--- config.mk ---
export PLATFORM = sky130hd
export DESIGN_NAME = descriptor_free_list
export DESIGN_NICKNAME = d
export VERILOG_FILES = /design/src/rtl/dfl_pkg.sv /design/src/rtl/descriptor_free_list.sv
export SDC_FILE = /design/constraint.sdc
export NUM_CORES = 2
export LEC_CHECK = 0
export BUFFER_PORTS_ARGS = -buffer_cell sky130_fd_sc_hd__buf_2
export CORE_ASPECT_RATIO = 0.75
export CORE_MARGIN = 1
export CORE_UTILIZATION = 30
export DETAILED_ROUTE_END_ITERATION = 16
export SLEW_MARGIN = 40
export SYNTH_ARGS = -nofsm -noshare
export SYNTH_HDL_FRONTEND = slang
export SYNTH_SLANG_ARGS = --single-unit
--- constraint.sdc ---
create_clock -name clk -period 14.7 [get_ports clk]
set_clock_uncertainty 0.15 [all_clocks]
set_input_delay 2.205 -clock clk [delete_from_list [all_inputs] [get_ports clk]]
set_output_delay 2.205 -clock clk [all_outputs]
set_load 0.02 [all_outputs]
--- src/rtl/dfl_pkg.sv ---
// types and constants shared by the descriptor free list
package dfl_pkg;

  localparam int unsigned LINK_W  = 9;
  localparam int unsigned DESC_W  = 16;
  localparam int unsigned GRANT_W = 8;

  // link value that terminates the free list
  localparam logic [LINK_W-1:0] END_MARK     = 9'd256;
  localparam logic [DESC_W-1:0] INVALID_DESC = 16'hFFFF;
  // largest supported queue size
  localparam logic [LINK_W-1:0] MAX_SIZE     = 9'd256;

  typedef enum logic [1:0] {
    FN_INIT  = 2'd0,
    FN_ALLOC = 2'd1,
    FN_FREE  = 2'd2
  } func_t;

  typedef enum logic [1:0] {
    ST_OK      = 2'd0,
    ST_EMPTY   = 2'd1,
    ST_INVALID = 2'd2
  } status_t;

  typedef struct packed {
    func_t             func;
    logic [DESC_W-1:0] desc_index;
  } req_t;

  typedef struct packed {
    status_t            status;
    logic [GRANT_W-1:0] granted_index;
  } rsp_t;

  typedef enum logic [1:0] {
    S_IDLE,
    S_ALLOC,
    S_INIT
  } state_t;

endpackage

--- src/rtl/descriptor_free_list.sv ---
// descriptor free list: linked stack of free descriptor indices in one memory
//
// request channel (req_valid / req_stall / req) carries one operation per
// beat: init chains entries 0..size-1, allocate pops the head, free pushes
// an index. every request beat produces exactly one response beat on
// rsp_valid / rsp_stall / rsp, registered in the cycle after the request beat.
// the pool size register is written through cfg_wr_en / cfg_wr_data; the
// user must write it only while the block is idle; the block does not
// enforce this. it is saturated to 1..min(QUEUE_DEPTH, 256) when used. a
// free needs no extra state, an allocate uses S_ALLOC for a synchronous read
// of the new head, and an init writes one entry a cycle in S_INIT.
// reset empties the list (head at the end marker) and sets the pool size to
// 256; link memory contents are not cleared, and an init must come first.
// if the receiver stalls, the response stays in the output register and a
// new request is taken as soon as that register drains in the same cycle.
module descriptor_free_list #(
  parameter int QUEUE_DEPTH = 256
) (
  input  logic                     clk,
  input  logic                     rst,
  input  logic                     req_valid,
  output logic                     req_stall,
  input  dfl_pkg::req_t            req,
  output logic                     rsp_valid,
  input  logic                     rsp_stall,
  output dfl_pkg::rsp_t            rsp,
  input  logic                     cfg_wr_en,
  input  logic [dfl_pkg::LINK_W-1:0] cfg_wr_data
);
  import dfl_pkg::*;

  // only the first min(depth, 256) entries can ever be linked
  localparam int CAP   = (QUEUE_DEPTH < 256) ? QUEUE_DEPTH : 256;
  localparam int IDX_W = (CAP > 1) ? $clog2(CAP) : 1;
  localparam logic [LINK_W-1:0] CAP_SIZE = LINK_W'(CAP);

  // link memory, one entry per descriptor
  logic [LINK_W-1:0] link_mem [CAP];
  logic              mem_we;
  logic [IDX_W-1:0]  mem_waddr;
  logic [LINK_W-1:0] mem_wdata;
  logic              mem_re;
  logic [IDX_W-1:0]  mem_raddr;
  logic [LINK_W-1:0] rd_data;

  // control and state registers
  state_t            state, state_next;
  logic [LINK_W-1:0] head, head_next;
  logic [LINK_W-1:0] pool_size;
  logic [IDX_W-1:0]  init_cnt, init_cnt_next;
  logic [IDX_W-1:0]  init_last, init_last_next;
  logic              rsp_valid_next;
  rsp_t              rsp_next;

  logic              accept;
  logic [LINK_W-1:0] size_eff;
  logic              head_empty;
  logic              free_bad;

  // size in effect, saturated to the supported range
  always_comb begin
    if (pool_size == '0) begin
      size_eff = LINK_W'(1);
    end else if (pool_size > CAP_SIZE) begin
      size_eff = CAP_SIZE;
    end else begin
      size_eff = pool_size;
    end
  end

  assign head_empty = (head == END_MARK) || (32'(head) >= 32'(QUEUE_DEPTH));
  assign free_bad   = (req.desc_index == INVALID_DESC) ||
                      (req.desc_index >= DESC_W'(size_eff));

  // a request is taken only when idle and the response register is free
  // or draining this cycle
  assign req_stall = (state != S_IDLE) || (rsp_valid && rsp_stall);
  assign accept    = req_valid && !req_stall;

  always_comb begin
    state_next     = state;
    head_next      = head;
    init_cnt_next  = init_cnt;
    init_last_next = init_last;
    rsp_next       = rsp;
    rsp_valid_next = rsp_valid && rsp_stall;
    mem_we         = 1'b0;
    mem_waddr      = '0;
    mem_wdata      = '0;
    mem_re         = 1'b0;
    mem_raddr      = head[IDX_W-1:0];

    case (state)
      S_IDLE: begin
        if (accept) begin
          // every operation answers in the cycle after its beat
          rsp_valid_next         = 1'b1;
          rsp_next.status        = ST_OK;
          rsp_next.granted_index = '0;
          case (req.func)
            FN_INIT: begin
              // head goes to entry 0, links are swept in afterwards
              head_next      = '0;
              init_cnt_next  = '0;
              init_last_next = IDX_W'(size_eff - LINK_W'(1));
              state_next     = S_INIT;
            end
            FN_ALLOC: begin
              if (head_empty) begin
                rsp_next.status = ST_EMPTY;
              end else begin
                // hand out the head now, fetch its link for the new head
                rsp_next.granted_index = head[GRANT_W-1:0];
                mem_re                 = 1'b1;
                state_next             = S_ALLOC;
              end
            end
            FN_FREE: begin
              if (free_bad) begin
                rsp_next.status = ST_INVALID;
              end else begin
                // push: freed entry links to the old head
                mem_we    = 1'b1;
                mem_waddr = req.desc_index[IDX_W-1:0];
                mem_wdata = head;
                head_next = LINK_W'(req.desc_index);
              end
            end
            default: begin
              // unused operation code, answered with no effect
            end
          endcase
        end
      end
      S_ALLOC: begin
        // link read back from memory becomes the head
        head_next  = rd_data;
        state_next = S_IDLE;
      end
      S_INIT: begin
        mem_we    = 1'b1;
        mem_waddr = init_cnt;
        if (init_cnt == init_last) begin
          mem_wdata  = END_MARK;
          state_next = S_IDLE;
        end else begin
          mem_wdata     = LINK_W'(init_cnt) + LINK_W'(1);
          init_cnt_next = init_cnt + IDX_W'(1);
        end
      end
      default: begin
        state_next = S_IDLE;
      end
    endcase
  end

  always_ff @(posedge clk) begin
    if (rst) begin
      state      <= S_IDLE;
      head       <= END_MARK;
      pool_size  <= MAX_SIZE;
      rsp_valid  <= 1'b0;
      init_cnt   <= '0;
      init_last  <= '0;
    end else begin
      state     <= state_next;
      head      <= head_next;
      rsp_valid <= rsp_valid_next;
      init_cnt  <= init_cnt_next;
      init_last <= init_last_next;
      if (cfg_wr_en) begin
        pool_size <= cfg_wr_data;
      end
    end
  end

  // response payload, no reset needed
  always_ff @(posedge clk) begin
    rsp <= rsp_next;
  end

  // link memory with one write port and one registered read port
  always_ff @(posedge clk) begin
    if (mem_we) begin
      link_mem[mem_waddr] <= mem_wdata;
    end
    if (mem_re) begin
      rd_data <= link_mem[mem_raddr];
    end
  end

endmodule

* Yosys cells after proc, flatten, opt, wreduce, memory -nomap -nowiden
Memory sizes are Yosys's and may differ from the RTL's. A register that Yosys moved wholly into a read port is not among the register bits.
Index checks and enable logic that the tools add are counted.
** Operators by class
- $add $sub $neg :: 3
- Order comparisons :: 3
- Equal/unequal tests :: 15
- Mux-type cells :: 39
- Bitwise operators :: 1
- Reduce and logical (&&, ||, !) cells :: 18
** Operators by type and width (count)
- two-way mux 9 bit :: 8
- case mux 9 bit (2 select lines) :: 3
- two-way mux 8 bit :: 6
- case mux 8 bit (2 select lines) :: 2
- equality test 16 bit (second input constant) :: 1
- greater-or-equal comparator 16 x 9 -> 1 bit :: 1
- two-way mux 1 bit :: 12
- case mux 2 bit (2 select lines) :: 3
- AND reduction 4 bit :: 3
- adder 8 x 1 -> 9 bit (second input constant) :: 1
- equality test 9 bit (second input constant) :: 1
- greater-or-equal comparator 9 bit (second input constant) :: 1
- > comparator 9 bit (second input constant) :: 1
- zero test 9 bit :: 1
- adder 8 x 1 -> 8 bit (second input constant) :: 1
- equality test 8 bit :: 1
- two-way mux 2 bit :: 4
- subtractor 8 x 1 -> 8 bit (second input constant) :: 1
- != test 2 bit (second input constant) :: 3
- != test 3 x 1 -> 1 bit (second input constant) :: 2
- != test 3 bit (second input constant) :: 2
- nonzero test 2 bit :: 3
- equality test 2 x 1 -> 1 bit (second input constant) :: 2
- equality test 2 bit (second input constant) :: 2
- other kinds (10) :: 14
** Word-level totals
- Bits in registers :: 47
- Bits in writable memories :: 2304
- Input port bits :: 32
- Memories :: 1
** Memories
- link_mem :: words 256, bits a word 9, read ports 1, clocked after Yosys merged registers in 1, write ports 1, RTL line descriptor_free_list.sv:38 : logic [LINK_W-1:0] link_mem [CAP];

* Depth between registers and ports, before layout
- Depth after elaboration :: 11
- Mapped depth :: 14
- Mapped depth without buffers :: 12

* Worst setup path after synthesis
Ideal clock, no wire load.
- Kind :: flip-flop to flip-flop
- Start point :: reg state[1]
- End point :: mem link_mem[0][3], data pin
- Arrival :: 11.844 ns
- Setup slack :: 0.471 ns
- Cell stages (with the launch flop) :: 7
- Path buffers :: 3
- Clock period less this slack :: 14.229 ns
- Cells stage by stage :: dfxtp_1 nor2b_1 clkbuf_1 clkbuf_1 o21ai_0 clkbuf_1 o31ai_1
** Between the ends
- Word-level cells in the longest chain between the ends :: 6
- Elaborated cells between the ends (all ways) :: 8
- Those cells by class :: eq/ne (1); mux (2); reduce/logical (5)
** Ends and longest elaborated chain
- start, declared :: RTL line descriptor_free_list.sv:47 : state_t state, state_next;
- start signal, assigned :: RTL line descriptor_free_list.sv:166 : state <= state_next;
- nonzero test 2 bit :: RTL line descriptor_free_list.sv:77 : assign req_stall = (state != S_IDLE) || (rsp_valid && rsp_stall);
- logical OR 1 bit :: RTL line descriptor_free_list.sv:77
- zero test 1 bit :: RTL line descriptor_free_list.sv:78 : assign accept = req_valid && !req_stall;
- logical AND 1 bit :: RTL line descriptor_free_list.sv:78
- two-way mux 9 bit :: RTL line descriptor_free_list.sv:95 : if (accept) begin
- case mux 9 bit (2 select lines) (*) :: RTL line descriptor_free_list.sv:93 : case (state)
- net mem_wdata[3] :: RTL line descriptor_free_list.sv:41 : logic [LINK_W-1:0] mem_wdata;
- end, declared :: RTL line descriptor_free_list.sv:38
Mark *: on every way through the listed nets, which the timed path passes. The rest lies on a longest branch.

* Worst setup path in the final report
- Start point :: reg pool_size[2]
- End point :: mem link_mem[107][7], data pin
** Between the ends
- Word-level cells in the longest chain between the ends :: 9
- Elaborated cells between the ends (all ways) :: 10
- Those cells by class :: order compare (2); mux (6); reduce/logical (2)
** Ends and longest elaborated chain
- start, declared :: RTL line descriptor_free_list.sv:49 : logic [LINK_W-1:0] pool_size;
- start signal, assigned :: RTL line descriptor_free_list.sv:172 : pool_size <= cfg_wr_data;
- > comparator 9 bit :: RTL line descriptor_free_list.sv:64 : end else if (pool_size > CAP_SIZE) begin
- two-way mux 9 bit :: RTL line descriptor_free_list.sv:64
- two-way mux 9 bit (*) :: RTL line descriptor_free_list.sv:62 : if (pool_size == '0) begin
- greater-or-equal comparator 16 x 9 -> 1 bit (*) :: RTL line descriptor_free_list.sv:73 : (req.desc_index >= DESC_W'(size_eff));
- logical OR 1 bit (*) :: RTL line descriptor_free_list.sv:72 : assign free_bad = (req.desc_index == INVALID_DESC) ||
- two-way mux 9 bit (*) :: RTL line descriptor_free_list.sv:119 : if (free_bad) begin
- two-way mux 9 bit (*) :: RTL line descriptor_free_list.sv:100 : case (req.func)
- two-way mux 9 bit (*) :: RTL line descriptor_free_list.sv:95
- case mux 9 bit (2 select lines) (*) :: RTL line descriptor_free_list.sv:93
- net mem_wdata[7] :: RTL line descriptor_free_list.sv:41
Marks and branches as above.

==> impl_metrics.env <==
export IMPL_wl_per_cell_um=28.0
export IMPL_finalCritPeriodShare=0.410
export IMPL_clock_power_share=0.435
export IMPL_finalMaxSlewViolations=0
export IMPL_drive_gt1_frac=0.279
export IMPL_slowest_stage="a21o_4"
export IMPL_fin_tns_setup_ps=0
export IMPL_die_w_um=643
export IMPL_core_area_mm2=0.307
export IMPL_crit_start="pool_size[2]"
export IMPL_cts_hold_buffers_added=0
export IMPL_synth_seq_cells=2360
export IMPL_numClockSinks=2360
export IMPL_cts_tree="yes"
export IMPL_finalHoldViolCount=0
export IMPL_synth_flop_cell="edfxtp_1"
export IMPL_fin_cells=8856
export IMPL_gp_congestion=0.849
export IMPL_dr_wl_met3_mm=27.6
export IMPL_grt_util_all_layers=0.156
export IMPL_via_per_inst=5.42
export IMPL_synth_top_area_share=0.753
export IMPL_status="complete, no violations"
export IMPL_cts_resized=0
export IMPL_clk_path_buf_depth=3
export IMPL_cp_start_kind="flip-flop"
export IMPL_tightest_slew_ps=1070
export IMPL_grt_pass1_wl_mm=355
export IMPL_vdd_ir_drop_max_mv=0.122
export IMPL_async_flop_share=0
export IMPL_p_leak_nw=31.4
export IMPL_r2r_start="pool_size[2]"
export IMPL_fill_cells=27900
export IMPL_worstPathRequired_ps=15060
export IMPL_first_pass_iters=5
export IMPL_grt_overflow=0
export IMPL_slowest_delay_ps=590
export IMPL_synth_edff_count=2323
export IMPL_rr_worst_depth=15
export IMPL_setup_violations_final=0
export IMPL_layout_common_cells="2323 x edfxtp_1, 527 x mux4_2, 223 x clkbuf_16"
export IMPL_drc=0
export IMPL_ys_warn_count=0
export IMPL_internal_power_mw=10.6
export IMPL_grt_max_degree=145
export IMPL_drt_total_wl_mm=248
export IMPL_combPwrFrac=0.014
export IMPL_sw_frac_of_total=0.197
export IMPL_min_period_ps=6030
export IMPL_worstHoldPathType="flip-flop to flip-flop"
export IMPL_drt_iter0_markers=6764
export IMPL_cp_depth=15
export IMPL_start_util=0.302
export IMPL_cpMostUsedCell="nor2_1"
export IMPL_reg2reg_to="link_mem[107][7]"
export IMPL_boundaryPins=44
export IMPL_cts_setup_buffers=0
export IMPL_wl_met1_mm=111
export IMPL_die_area_mm2=0.311
export IMPL_p_sw_mw=2.61
export IMPL_dpl_worst_slack_ps=7600
export IMPL_reg2reg_slack_ps=8670
export IMPL_pwr_share_seq=0.551
export IMPL_cp_cell_sequence="or4_1, or3_1, nor2_1, nor2_1, nor2_1, ha_1, nand2b_1, a21o_1, a211o_1, a211oi_4, buf_4, a21o_4, buf_4, buf_12, buf_12"
export IMPL_antenna_left=0
export IMPL_layout_area_overhead_vs_synth_pct=17.4
export IMPL_worstSetupPathType="flip-flop to flip-flop"
export IMPL_synth_cell_type_count=66
export IMPL_synth_area_leader_cell="edfxtp_1"
export IMPL_path_clk_slew_ps=60
export IMPL_power_density_cell_area_mw_per_mm2=122
export IMPL_drv_cap=0
export IMPL_cp_arrival_ps=6390
export IMPL_rsz0062_at_grt="no"
export IMPL_critPathTopFamily="buffers and inverters"
export IMPL_clk_latency_ps=850
export IMPL_row_count=176
export IMPL_crit_end="link_mem[107][7]"
export IMPL_nets=4624
export IMPL_grt_pass1_vias=46600
export IMPL_h_tree_depth=4
export IMPL_layout_commonest_cell="edfxtp_1"
export IMPL_io_buffers=43
export IMPL_netlist_area_mm2=0.0926
export IMPL_dr_total_vias=48000
export IMPL_avgSynthCellArea_um2=20.7
export IMPL_slew_headroom=0.289
export IMPL_cp_max_fo=140
export IMPL_max_freq_ghz=0.166
export IMPL_grt_antenna_before_repair=7
export IMPL_cp_num_buf_inv=4
export IMPL_placed_cells=8443
export IMPL_syn_num_nets=4515
export IMPL_utilization=0.354
export IMPL_finalWorstSetupSlack_ps=8670
export IMPL_cts_root_buf="clkbuf_16"
export IMPL_yosys_top_cells_area="edfxtp_1 75%, mux4_2 13%, nor4_1 1.8%"
export IMPL_dr_wl_met2_mm=104
export IMPL_worst_setup_path_end_kind="flip-flop"
export IMPL_fp_dieH_um=483
export IMPL_syn_inst=4469
export IMPL_dr_max_layer_used="met5"
export IMPL_cts_made_buffers=219
export IMPL_ys_seq_area_frac=0.761
export IMPL_hpwl_mm=149
-- synthesized netlist by cell type, types with 9 or more instances --
cell type	n
nor4_1	269
and2_1	20
o21ai_0	47
nand3b_1	10
a221oi_1	14
xnor2_1	12
buf_4	47
a211oi_1	10
ha_1	14
mux2i_1	162
a22o_1	9
nand3_1	33
inv_1	15
nand4_1	18
o22ai_1	50
and3_1	10
buf_6	10
a31oi_1	11
buf_2	105
buf_1	12
edfxtp_1	2323
nor3_1	37
clkbuf_1	151
nor2b_1	16
o211ai_1	31
nor2_1	76
nand2b_1	10
o221ai_1	12
mux4_2	527
dfxtp_1	37
nand2_1	74
a22oi_1	138
a21oi_1	70
a32oi_1	10
-- per-stage QoR --
step	instance area [um2]	hold slack (ps)	power, mW
floorplan	92600	294	7.57
detailed placement	101000	312	7.63
finish	109000	329	13.3
global placement	99200	318	7.63
global route	109000	337	13.6
CTS	108000	328	13.3
-- cell families (layout without fill, tap and decap cells) --
kind of cell,after synthesis,in the layout,share of synthesized area
simple gates,598,598,0.0359
mux,698,698,0.148
compound gates,441,441,0.0329
other cells,0,3,0
fa+ha+maj,14,14,0.00189
flops,2360,2360,0.761
buf+inv,342,632,0.0181
xor+xnor,16,16,0.00151
-- power groups by stage --
stage | sequential, mW | clock, mW | combinational (mW)
2_1_floorplan | 7.45 | 0 | 0.115
3_3_place_gp | 7.45 | 0 | 0.181
3_5_place_dp | 7.45 | 0 | 0.184
4_1_cts | 7.30 | 5.83 | 0.184
5_1_grt | 7.30 | 6.07 | 0.194
6_report | 7.30 | 5.76 | 0.185
-- worst min-delay path: cells and delay by family (launching register included) --
kind               cells  cell delay, ps
DFF                    1             320
AOI/OAI and AO/OA      1              50
and+or+nand+nor        1              60
-- area by class of cell --
cell class / instances / area [um2] / area share
sequential: 2360 / 70500 / 0.649
multi-input combinational: 1767 / 23900 / 0.220
clock buffer: 273 / 5770 / 0.0531
tap: 4094 / 5120 / 0.0471
timing repair buffer: 214 / 1920 / 0.0176
clock inverter: 129 / 1420 / 0.0131
inverter: 16 / 62.6 / 0.000575
antenna: 3 / 7.51 / 0.0000690
-- routing by layer --
| layer | GRT usage | vias up |
|---|---|---|
| met1 | 0.245 | 25600 |
| li1 | - | 19400 |
| met5 | 0 | - |
| met4 | 0.0312 | 4 |
| met3 | 0.0418 | 304 |
| met2 | 0.215 | 2703 |
-- worst min path at each step --
stage / start / end / slack [ps] / depth (start not counted)
after floorplan: init_last[3] / init_last[3] / 290 / 2
after global placement: init_last[3] / init_last[3] / 320 / 2
after detailed placement: init_last[3] / init_last[3] / 310 / 2
after global routing: init_last[3] / init_last[3] / 340 / 2
after CTS: init_last[3] / init_last[3] / 330 / 2
final: init_last[3] / init_last[3] / 330 / 2
-- flip-flops by register name, summed over array words and instances, names as in the netlist --
signal and cells:
state 2, rd_data 9, rsp 10, rsp_valid 1, init_cnt 8, link_mem 2304
init_last 8, pool_size 9, head 9
No activity file was read; power rests on OpenSTA's default activity.
